File: src/hw/rtl/cthg_pkg.sv
// cthg_pkg: shared types and constants of the 3x3 gray high-pass convolution block
// used by every module of the block, depends on nothing
`default_nettype none

package cthg_pkg;

   localparam int PIX_W       = 8;
   localparam int RGB_SUM_W   = 10;
   localparam int GRAY_PROD_W = 20;
   localparam int GRAY_RECIP  = 683;   // ceil(2048 / 3)
   localparam int GRAY_SHIFT  = 11;
   localparam int DIM_W       = 11;
   localparam int COORD_W     = 10;
   localparam int CSR_W       = 48;
   localparam int CSR_IDX_W   = 3;
   localparam int SLOT_W      = 16;
   localparam int TAPS        = 3;
   localparam int SUM_W       = 28;
   localparam int ACC_W       = 29;
   localparam int PIX_MAX     = 255;
   localparam int RES_DEPTH   = 8;

   localparam logic [DIM_W-1:0] FRAME_WIDTH_RESET  = 11'd4;
   localparam logic [DIM_W-1:0] FRAME_HEIGHT_RESET = 11'd4;
   localparam logic [CSR_W-1:0] KERNEL_EDGE_RESET  = 48'd4293656576;
   localparam logic [CSR_W-1:0] KERNEL_MID_RESET   = 48'd281389082673132;

   typedef enum logic [CSR_IDX_W-1:0] {
      CSR_FRAME_WIDTH   = 3'd0,
      CSR_FRAME_HEIGHT  = 3'd1,
      CSR_KERNEL_TOP    = 3'd2,
      CSR_KERNEL_MIDDLE = 3'd3,
      CSR_KERNEL_BOTTOM = 3'd4
   } cthg_csr_type;

   typedef enum logic {
      FUNC_PIXEL = 1'b0,
      FUNC_DRAIN = 1'b1
   } cthg_func_type;

   // what travels with an item down the convolution pipeline
   typedef struct packed {
      logic               emit_a;
      logic               emit_b;
      logic               last_b;
      logic [COORD_W-1:0] row;
      logic [COORD_W-1:0] col_a;
      logic [COORD_W-1:0] col_b;
   } cthg_tag_type;

   // new window column: top, middle and bottom pixel
   typedef struct packed {
      logic             pos_zero;
      logic [PIX_W-1:0] top;
      logic [PIX_W-1:0] mid;
      logic [PIX_W-1:0] bot;
   } cthg_column_type;

   typedef struct packed {
      logic [PIX_W-1:0]   pixel;
      logic [SUM_W-1:0]   raw_sum;
      logic [COORD_W-1:0] row;
      logic [COORD_W-1:0] column;
      logic               last;
   } cthg_result_type;

endpackage

`default_nettype wire

File: src/hw/rtl/cthg_out_fifo.sv
// cthg_out_fifo: result queue, takes up to two items a cycle and gives one
// uses cthg_pkg for the result type and queue depth
`default_nettype none

module cthg_out_fifo (
   input  wire                        clock,
   input  wire                        reset,
   input  wire                        push_a,
   input  wire                        push_b,
   input  wire  cthg_pkg::cthg_result_type res_a,
   input  wire  cthg_pkg::cthg_result_type res_b,
   input  wire                        pop,
   output logic                       head_valid,
   output cthg_pkg::cthg_result_type  head
);

   localparam int DEPTH = cthg_pkg::RES_DEPTH;
   localparam int PTR_W = $clog2(DEPTH);
   localparam int CNT_W = $clog2(DEPTH + 1);

   cthg_pkg::cthg_result_type entry_ff [DEPTH];

   logic [PTR_W-1:0] wp_ff, rp_ff, wp_b;
   logic [CNT_W-1:0] count_ff, count_in;

   assign wp_b       = wp_ff + PTR_W'(push_a);
   assign head_valid = count_ff != '0;
   assign head       = entry_ff[rp_ff];
   assign count_in   = count_ff + CNT_W'(push_a) + CNT_W'(push_b) - CNT_W'(pop);

   always_ff @(posedge clock) begin
      if (push_a) begin
         entry_ff[wp_ff] <= res_a;
      end
      if (push_b) begin
         entry_ff[wp_b] <= res_b;
      end
   end

   always_ff @(posedge clock) begin
      if (reset) begin
         wp_ff    <= '0;
         rp_ff    <= '0;
         count_ff <= '0;
      end else begin
         wp_ff    <= wp_ff + PTR_W'(push_a) + PTR_W'(push_b);
         rp_ff    <= rp_ff + PTR_W'(pop);
         count_ff <= count_in;
      end
   end

   a_no_overflow: assert property (@(posedge clock) disable iff (reset)
      (32'(count_ff) + 32'(push_a) + 32'(push_b)) <= DEPTH)
      else $error("result queue overflow");

endmodule

`default_nettype wire

File: config.mk
export PLATFORM = sky130hd
export DESIGN_NAME = cthg_out_fifo
export DESIGN_NICKNAME = d
export VERILOG_FILES = /design/src/hw/rtl/cthg_pkg.sv /design/src/hw/rtl/cthg_out_fifo.sv
export SDC_FILE = /design/constraint.sdc
export NUM_CORES = 1
export LEC_CHECK = 0
export BUFFER_PORTS_ARGS = -buffer_cell sky130_fd_sc_hd__buf_2
export CAP_MARGIN = 5
export CORE_MARGIN = 4
export CORE_UTILIZATION = 60
export CTS_CLUSTER_SIZE = 12
export DETAILED_ROUTE_END_ITERATION = 7
export GPL_TIMING_DRIVEN = 1
export PLACE_DENSITY = 0.84
export RECOVER_POWER = 50
export SETUP_SLACK_MARGIN = 0.5
export SYNTH_ARGS = -nofsm -noshare
export SYNTH_HDL_FRONTEND = slang
export SYNTH_SLANG_ARGS = --single-unit
File: constraint.sdc
create_clock -name clock -period 6.1 [get_ports clock]
set_input_delay 0.305 -clock clock [delete_from_list [all_inputs] [get_ports clock]]
set_output_delay 0.305 -clock clock [all_outputs]
set_load 0.005 [all_outputs]
==> flow_summary_export.csv, run 1 <==
group,metric,value,unit
global_route,antenna_found_initial,11,
global_route,grt_max_degree,73,
global_route,grtUsageTotal,25.4,%
timing,setup_violations,0,
clocking,clockBufferDepth,3,
global_route,gr-total-overflow,0,
logic_synthesis,ys_top_cells_by_area,"edfxtp_1 (59%), mux2_2 (20%), mux4_2 (11%)",
setup_path,cp.required,6.39,ns
logic_synthesis,seq_area_frac_synth,60.0,%
logic_synthesis,syn_area,23100,um2
floorplan,num_rows,71,
floorplan,die_width,204,um
setup_path,crit_path_start_kind,"flop",
min_path,min_path_type,"primary input to flop",
finish,drive_above_1_share,54.2,%
clocking,clk_pin_slew_worst_paths,0.06,ns
logic_synthesis,synth_top_area_cell,"edfxtp_1",
setup_path,max_stage_delay,2.13,ns
timing,tns,0,ns
finish,area_growth,11.8,%
pwr,finalPower,0.00845,W
pwr,p_leak,8.51,nW
clocking,htreeDepth,2,
setup_path,crit_path_frequent_cell,"ha_1",
clocking,holdBufCountCts,0,
logic_synthesis,syn_inst,1243,
finish,layout_commonest_cell,"edfxtp_1",
setup_path,crit_fanout,32,
timing,max-slew-margin-rel,-146,%
floorplan,die_area,41800,um2
timing,post-route-period-util,79.6,%
pwr,p_per_area,327,nW/um2
timing,tightest_slew,3.68,ns
timing,fin_skew,0.0113,ns
outcome,violations,"max-capacitance violations, max-slew violations",
detailed_routing,drt_pass1_iterations,5,
detailed_routing,wl,52700,um
clocking,cts_root_buffer,"clkbuf_16",
setup_path,cp_cell_sequence,"ha_1, ha_1, xnor2_1, nor2_1, buf_4, mux2_2",
clocking,clk_latency,0.55,ns
setup_path,crit_path_end_kind,"flop",
detailed_routing,ant_nets,0,
global_route,grt_pass1_wl,80400,um
logic_synthesis,ys_warn_count,0,
detailed_routing,via_per_inst,6.39,
clocking,postCtsResizedCells,0,
finish,nFillCells,2537,
pwr,vdd_drop_max,0.261,mV
placement,gp_congestion,0.769,
finish,final_cell_mix,"edfxtp_1 (456), mux2_2 (411), buf_2 (171), mux4_2 (114), mux2_1 (102)",
floorplan,die_y,204,um
detailed_routing,vias,12500,
logic_synthesis,syn_avg_cell_area,18.6,um2
floorplan,start_util,61.2,%
detailed_routing,post-route-drc-count,0,
floorplan,coreArea,37800,um2
logic_synthesis,ys_types,31,
clocking,numCtsBuffers,48,
clocking,clock-sinks,466,
timing,fmax,0.206,GHz
global_route,grt_pass1_vias,13500,
placement,dp_cells,1867,
floorplan,ios,177,
outcome,outcome,"finished, violations left",
setup_path,critPathKind,"flop to flop",
finish,post-route-util,68.4,%
finish,final_nets,1537,
detailed_routing,routedWlPerCell,27.0,um
placement,portBuffers,176,
timing,drv_slew,361,
logic_synthesis,synth_top_area_share,59.2,%
job,drv_cap,11,
logic_synthesis,syn_nets,1374,
setup_path,cpMaxStageDelayCell,"nor2_1",
logic_synthesis,ys_ff_latch,466,
timing,finalCriticalPeriod,4.85,ns
clocking,postCtsSetupRepairBufs,0,
setup_path,cp.arrival,5.15,ns
timing,rsz0062_at_grt,"no",
clocking,cts_tree,"yes",
finish,final_cells,1953,
placement,post-dp-hpwl,29400,um
detailed_routing,drt-initial-drc-count,1036,
timing,finalHoldViolations,0,
[worst max-delay path, delay by kind of cell (launching register included)]
kind	cells	cell delay, ns
fa+ha+maj	2	0.47
xor+xnor	1	0.27
simple gates	1	2.13
buf+inv	1	0.74
flops	1	0.53
mux	1	0.41
[flip-flops by register name (all words and copies together), names as in the netlist]
name / flops
wp_ff: 3
entry_ff: 456
rp_ff: 3
count_ff: 4
[logic make-up after synthesis]
logic type / after synthesis / share of synthesized area (%)
flip-flops: 466 / 60.0
XOR/XNOR: 6 / 0.292
buffers and inverters: 90 / 1.89
AND/OR/NAND/NOR: 31 / 0.692
adder cells (fa/ha/maj): 12 / 0.714
multiplexers: 627 / 36.1
AO/OA/AOI/OAI: 11 / 0.319
[synthesized netlist by cell type]
master      n
nor2b_1     4
nor3b_1     1
xnor2_2     1
o22ai_1     3
inv_1       8
o31ai_1     1
o21ai_0     1
dfxtp_1    10
buf_4      10
nand3b_1    1
a31o_2      1
o21bai_1    2
buf_2      50
xor2_2      1
ha_1       10
edfxtp_1  456
clkbuf_1   19
nand2b_1    4
xor2_1      1
fa_1        2
nand3_1     3
nor3_2      2
mux4_2    114
nor2_1     10
o32ai_1     1
nand2_1     6
xnor2_1     3
mux2_2    414
buf_1       3
a21oi_1     2
mux2_1     99
[stage by stage]
| stage | hold WS, ns | cell area (um2) | setup slack [ns] |
|---|---|---|---|
| global route | 0.0484 | 25900 | 1.00 |
| finish | 0.0509 | 25900 | 1.25 |
| detailed placement | 0.620 | 24600 | 2.09 |
| global placement | 0.600 | 24600 | 2.22 |
| CTS | 0.0288 | 26000 | 2.06 |
| floorplan | 0.506 | 23100 | 0.734 |
[layout make-up]
class,instances,area (um2),area share (%)
Sequential cell,466,13900,53.8
Tap cell,511,639,2.47
Timing Repair Buffer,195,1010,3.91
Antenna cell,2,5.00,0.0193
Clock inverter,14,56.3,0.218
Multi-Input combinational cell,687,8900,34.4
Clock buffer,70,1330,5.12
Inverter,8,30.0,0.116
[where the power goes]
group | total [W] | internal (W) | switching (W)
Combinational | 0.00167 | 0.000798 | 0.000868
Clock | 0.00264 | 0.00149 | 0.00115
Sequential | 0.00414 | 0.00401 | 0.000128
[path summary, 6_finish.rpt]
| kind | from | cells after the start | to | slack (ns) |
|---|---|---|---|---|
| setup / recovery | wp_ff[0] | 6 | entry_ff[6][36] | 1.25 |
| hold / removal | reset | 2 | count_ff[1] | 0.05 |
| setup reg to reg | wp_ff[0] | 6 | entry_ff[6][36] | 1.25 |
| hold reg to reg | count_ff[0] | 2 | count_ff[0] | 0.67 |
[metal layers]
layer,routed length [um],track usage [%]
met1,21400,35.1
met2,26500,42.8
met3,3880,5.17
met4,851,4.88
met5,98,0
Note: power is estimated with default switching activity, not from simulation.
==> inputs of run 2 (changes only) <==
clock period = 5 ns   (was 6.1 ns; I/O delays follow)
==> run 2 against run 1 <==
Against the previous run:
- the flow still finishes with violations (max-capacitance violations, max-slew violations)
- highest routed layer unchanged
- die area unchanged
- clock-buffer cell count shrank 2
- combinational power up 23%
- non-clock buffer count rose by 3
- sequential share of layout area is 0.56 points lower
- setup slack got worse by 0.41 ns
- critical path type unchanged
==> flow_summary_export.csv, run 2 (same netlist as run 1, synthesis figures left out) <==
group,metric,value,unit
setup_path,cpMaxStageDelayCell,"xnor2_1",
finish,area_growth,12.9,%
clocking,clk_pin_slew_worst_paths,0.06,ns
detailed_routing,vias,12600,
min_path,min_path_type,"primary input to flop",
outcome,violations,"max-capacitance violations, max-slew violations",
setup_path,crit_path_frequent_cell,"ha_1",
clocking,cts_root_buffer,"clkbuf_16",
outcome,outcome,"finished, violations left",
timing,drv_slew,271,
timing,rsz0062_at_grt,"no",
clocking,clock-sinks,466,
finish,regArea,13900,um2
detailed_routing,drt-initial-drc-count,1024,
timing,tns,0,ns
finish,drive_above_1_share,55.3,%
placement,dp_cells,1869,
setup_path,cp.required,5.31,ns
min_path,hold_path_depth,2,
detailed_routing,ant_nets,0,
finish,layout_commonest_cell,"edfxtp_1",
finish,final_nets,1541,
finish,reg_top3,"entry_ff x456, count_ff x4",
setup_path,cp.arrival,4.48,ns
setup_path,critPathKind,"flop to flop",
setup_path,max_stage_delay,1.15,ns
clocking,htreeDepth,2,
setup_path,cp_cell_sequence,"ha_1, ha_1, xnor2_1, nor2_4, clkbuf_2, mux2_2",
global_route,grt_max_degree,62,
floorplan,coreArea,37800,um2
clocking,postCtsSetupRepairBufs,0,
global_route,gr-total-overflow,0,
setup_path,crit_fanout,57,
finish,nFillCells,2480,
detailed_routing,routedWlPerCell,27.2,um
pwr,vdd_drop_max,0.333,mV
setup_path,reg2reg_depth,6,
finish,largest_register_ffs,456,
setup_path,path_depth,6,
clocking,cts_tree,"yes",
placement,gp_congestion,0.735,
setup_path,crit_path_end_kind,"flop",
global_route,grt_pass1_vias,13300,
clocking,clockBufferDepth,3,
floorplan,start_util,61.2,%
pwr,p_per_area,404,nW/um2
timing,setup_violations,0,
timing,post-route-period-util,83.3,%
finish,final_cells,1966,
floorplan,num_rows,71,
finish,final_cell_mix,"edfxtp_1 (456), mux2_2 (411), buf_2 (174), mux4_2 (114), mux2_1 (102)",
floorplan,die_y,204,um
placement,post-dp-hpwl,29500,um
setup_path,path_delay_family,"XOR/XNOR gates",
timing,fmax,0.240,GHz
setup_path,crit_path_start_kind,"flop",
global_route,grt_pass1_wl,81200,um
floorplan,die_width,204,um
timing,finalHoldViolations,0,
global_route,grtUsageTotal,25.8,%
detailed_routing,via_per_inst,6.41,
timing,tightest_slew,2.87,ns
timing,max-slew-margin-rel,-92.0,%
floorplan,die_area,41800,um2
job,drv_cap,10,
detailed_routing,drt_pass1_iterations,5,
clocking,clk_latency,0.60,ns
setup_path,worst-path-buf-inv,1,
detailed_routing,wl,53500,um
detailed_routing,post-route-drc-count,0,
global_route,antenna_found_initial,14,
finish,regMostFlops,"entry_ff",
timing,fin_skew,0.0327,ns
timing,finalCriticalPeriod,4.16,ns
floorplan,ios,177,
pwr,p_leak,8.63,nW
clocking,numCtsBuffers,49,
placement,portBuffers,176,
finish,multi_input_area,8890,um2
## run 2: cell count changes in the layout (fill, tap and decap cells not counted), sizes merged, moves of 2 or more
cell | previous run | this run
buf | 184 | 192
bufinv | 0 | 2
clkbuf | 81 | 73
diode | 2 | 9
## run 2: worst paths after layout
path                          end   startpoint  slack (ns)
hold / removal    entry_ff[1][43]    res_a[43]        0.03
hold reg to reg       count_ff[0]  count_ff[0]        0.67
setup reg to reg   entry_ff[7][9]     wp_ff[0]        0.84
setup / recovery   entry_ff[7][9]     wp_ff[0]        0.84
## run 2: repair_timing
action / 4_1_cts / 5_1_grt
gates resized for setup: 0 / 0
endpoints found under the setup margin: 0 / 0
endpoints found under the hold margin: 9 / 0
hold buffers: 1 / 0
## run 2: layout make-up
| class | count | area share [%] |
|---|---|---|
| repair buffers | 198 | 4.36 |
| well taps | 511 | 2.45 |
| diodes | 9 | 0.0862 |
| multi-input cells | 687 | 34.0 |
| clock buffers | 68 | 5.16 |
| flip-flops and latches | 466 | 53.2 |
| inverters | 8 | 0.115 |
| clock inverters | 19 | 0.627 |
## run 2: report_power, final
group,internal [W],switching [W],total [W]
clock network,0.00199,0.00147,0.00346
registers,0.00489,0.000154,0.00504
logic,0.000983,0.00107,0.00205
total,0.00786,0.00270,0.0106
## run 2: per-stage QoR
step / utilization, % / instance area [um2] / total power, W / hold slack [ns] / setup slack [ns]
2_1_floorplan: - / 23200 / 0.00642 / 0.451 / 0.730
3_3_place_gp: 65.3 / 24700 / 0.00712 / 0.549 / 1.63
3_5_place_dp: 65.3 / 24700 / 0.00720 / 0.565 / 1.57
4_1_cts: 69.3 / 26200 / 0.0106 / 0.00568 / 1.57
5_1_grt: 69.0 / 26100 / 0.0110 / 0.0338 / 0.773
6_report: 69.1 / 26100 / 0.0106 / 0.0333 / 0.836
## run 2: routing by layer
metal	vias up	part of all wire [%]	global-route usage, %
met5	-	0.17	0
met4	16	1.7	5.93
met3	75	7.5	5.98
met2	411	50	42.8
met1	6661	41	35.5
li1	5442	-	-
## run 2: worst register-to-register path, delay by kind of cell, from the launching register on
family	cells	cell delay (ns)
flops	1	0.38
fa+ha+maj	2	0.50
buf+inv	1	1.13
simple gates	1	0.03
xor+xnor	1	1.15
mux	1	0.72
==> inputs of run 3 (changes only) <==
clock period = 3.9 ns   (was 5 ns; I/O delays follow)
==> run 3 against run 2 <==
Against the previous run:
- the flow still finishes with violations (max-capacitance violations, max-slew violations)
- first-iteration DRC count rose by 3.6%
- critical path depth fell by 2
- clock skew is 0.025 ns lower
- highest routed layer unchanged
- core utilization grew 0.16 points
- global-route usage is 0.29 points lower
- critical path type is now flop to output pin
- combinational power grew 31%
==> flow_summary_export.csv, run 3 (same netlist as run 1, synthesis figures left out) <==
group,metric,value,unit
detailed_routing,ant_nets,0,
clocking,cts_root_buffer,"clkbuf_16",
timing,rsz0062_at_grt,"no",
timing,finalHoldViolations,0,
global_route,grtUsageTotal,25.6,%
setup_path,setup.worst_path.start,"rp_ff[1]",
detailed_routing,routedWlPerCell,26.9,um
setup_path,cp.required,3.70,ns
detailed_routing,drt-initial-drc-count,1061,
job,drv_cap,3,
detailed_routing,via_per_inst,6.37,
timing,post-route-period-util,87.5,%
min_path,min_from,"res_a[43]",
setup_path,crit_path_start_kind,"flop",
finish,final_nets,1553,
detailed_routing,vias,12500,
pwr,p_leak,8.65,nW
outcome,violations,"max-capacitance violations, max-slew violations",
finish,layout_commonest_cell,"edfxtp_1",
floorplan,ios,177,
placement,gp_congestion,0.768,
setup_path,critPathKind,"flop to output pin",
timing,fmax,0.293,GHz
setup_path,cp.arrival,3.22,ns
finish,area_growth,13.2,%
detailed_routing,drt_pass1_iterations,4,
setup_path,reg2reg_depth,6,
setup_path,r2r_start,"wp_ff[0]",
finish,final_cell_mix,"edfxtp_1 (456), mux2_2 (414), buf_2 (175), mux4_2 (114), mux2_1 (99)",
timing,max-slew-margin-rel,-19.0,%
detailed_routing,wl,52900,um
clocking,clk_latency,0.55,ns
timing,drv_slew,134,
setup_path,crit_fanout,51,
clocking,cts_tree,"yes",
clocking,clockBufferDepth,3,
floorplan,num_rows,71,
floorplan,coreArea,37800,um2
placement,post-dp-hpwl,30300,um
setup_path,crit_path_end_kind,"output pin",
finish,drive_above_1_share,56.0,%
timing,finalCriticalPeriod,3.41,ns
placement,portBuffers,176,
floorplan,start_util,61.2,%
global_route,grt_max_degree,59,
global_route,antenna_found_initial,17,
outcome,outcome,"finished, violations left",
floorplan,die_width,204,um
global_route,gr-total-overflow,0,
detailed_routing,post-route-drc-count,0,
timing,setup_violations,0,
pwr,vdd_drop_max,0.306,mV
min_path,min_path_type,"primary input to flop",
timing,fin_skew,0.00732,ns
pwr,p_per_area,508,nW/um2
timing,tns,0,ns
finish,reg_top3,"entry_ff x456, count_ff x4",
timing,fin_hold_ws,0.0281,ns
clocking,numCtsBuffers,47,
clocking,clock-sinks,466,
timing,tightest_slew,1.79,ns
finish,regMostFlops,"entry_ff",
global_route,grt_pass1_wl,81700,um
floorplan,die_y,204,um
global_route,grt_pass1_vias,13700,
finish,largest_register_ffs,456,
clocking,clk_pin_slew_worst_paths,0.06,ns
clocking,htreeDepth,2,
min_path,hold_path_depth,2,
clocking,postCtsSetupRepairBufs,0,
floorplan,die_area,41800,um2
## run 3: repair_timing
action,in CTS,in global routing
hold buffers,1,0
hold endpoints to repair,9,0
gates resized for setup,0,2
setup endpoints to repair,0,35
## run 3: layout make-up
class,count,area (um2)
inverter,8,30.0
timing repair buffer,212,1250
clock buffer,70,1340
clock inverter,6,51.3
multi-input combinational,687,8960
fill,2465,11600
sequential,466,13900
antenna,10,25.0
tap,511,639
## run 3: power breakdown
group	total, W	internal, W	switching, W
sequential	0.00645	0.00626	0.000194
combinational	0.00268	0.00129	0.00138
clock	0.00417	0.00241	0.00177
total	0.0133	0.00996	0.00334
## run 3: worst max-delay path, cell delays in order (launching register included)
cell and delay, ns:
dfxtp_2 1.36, buf_4 0.45, mux4_2 0.38, mux2_2 0.28, buf_2 0.12
## run 3: path summary, 6_finish.rpt
| kind | endpoint | slack (ns) |
|---|---|---|
| max | head[32] | 0.49 |
| min | entry_ff[1][43] | 0.03 |
| max reg2reg | entry_ff[3][29] | 0.58 |
| min reg2reg | count_ff[1] | 0.65 |
## run 3: through the flow
stage               cell area, um2  power, W  util, %  std cells  setup slack (ns)
floorplan                    23200   0.00822        -       1243            -0.358
global placement             24900   0.00916     65.7       1883             0.726
detailed placement           24900   0.00926     65.7       1883             0.635
CTS                          26300    0.0134     69.4       1960             0.643
global route                 26200    0.0138     69.2       1969             0.397
finish                       26200    0.0133     69.2       1970             0.488
## run 3: routing by layer
| layer | GRT usage (%) | up-vias | share of wire, % |
|---|---|---|---|
| met1 | 35.4 | 6570 | 40 |
| met3 | 4.22 | 87 | 6.2 |
| met5 | 0 | - | 0.14 |
| met2 | 42.7 | 404 | 51 |
| met4 | 7.27 | 12 | 2.1 |
| li1 | - | 5470 | - |
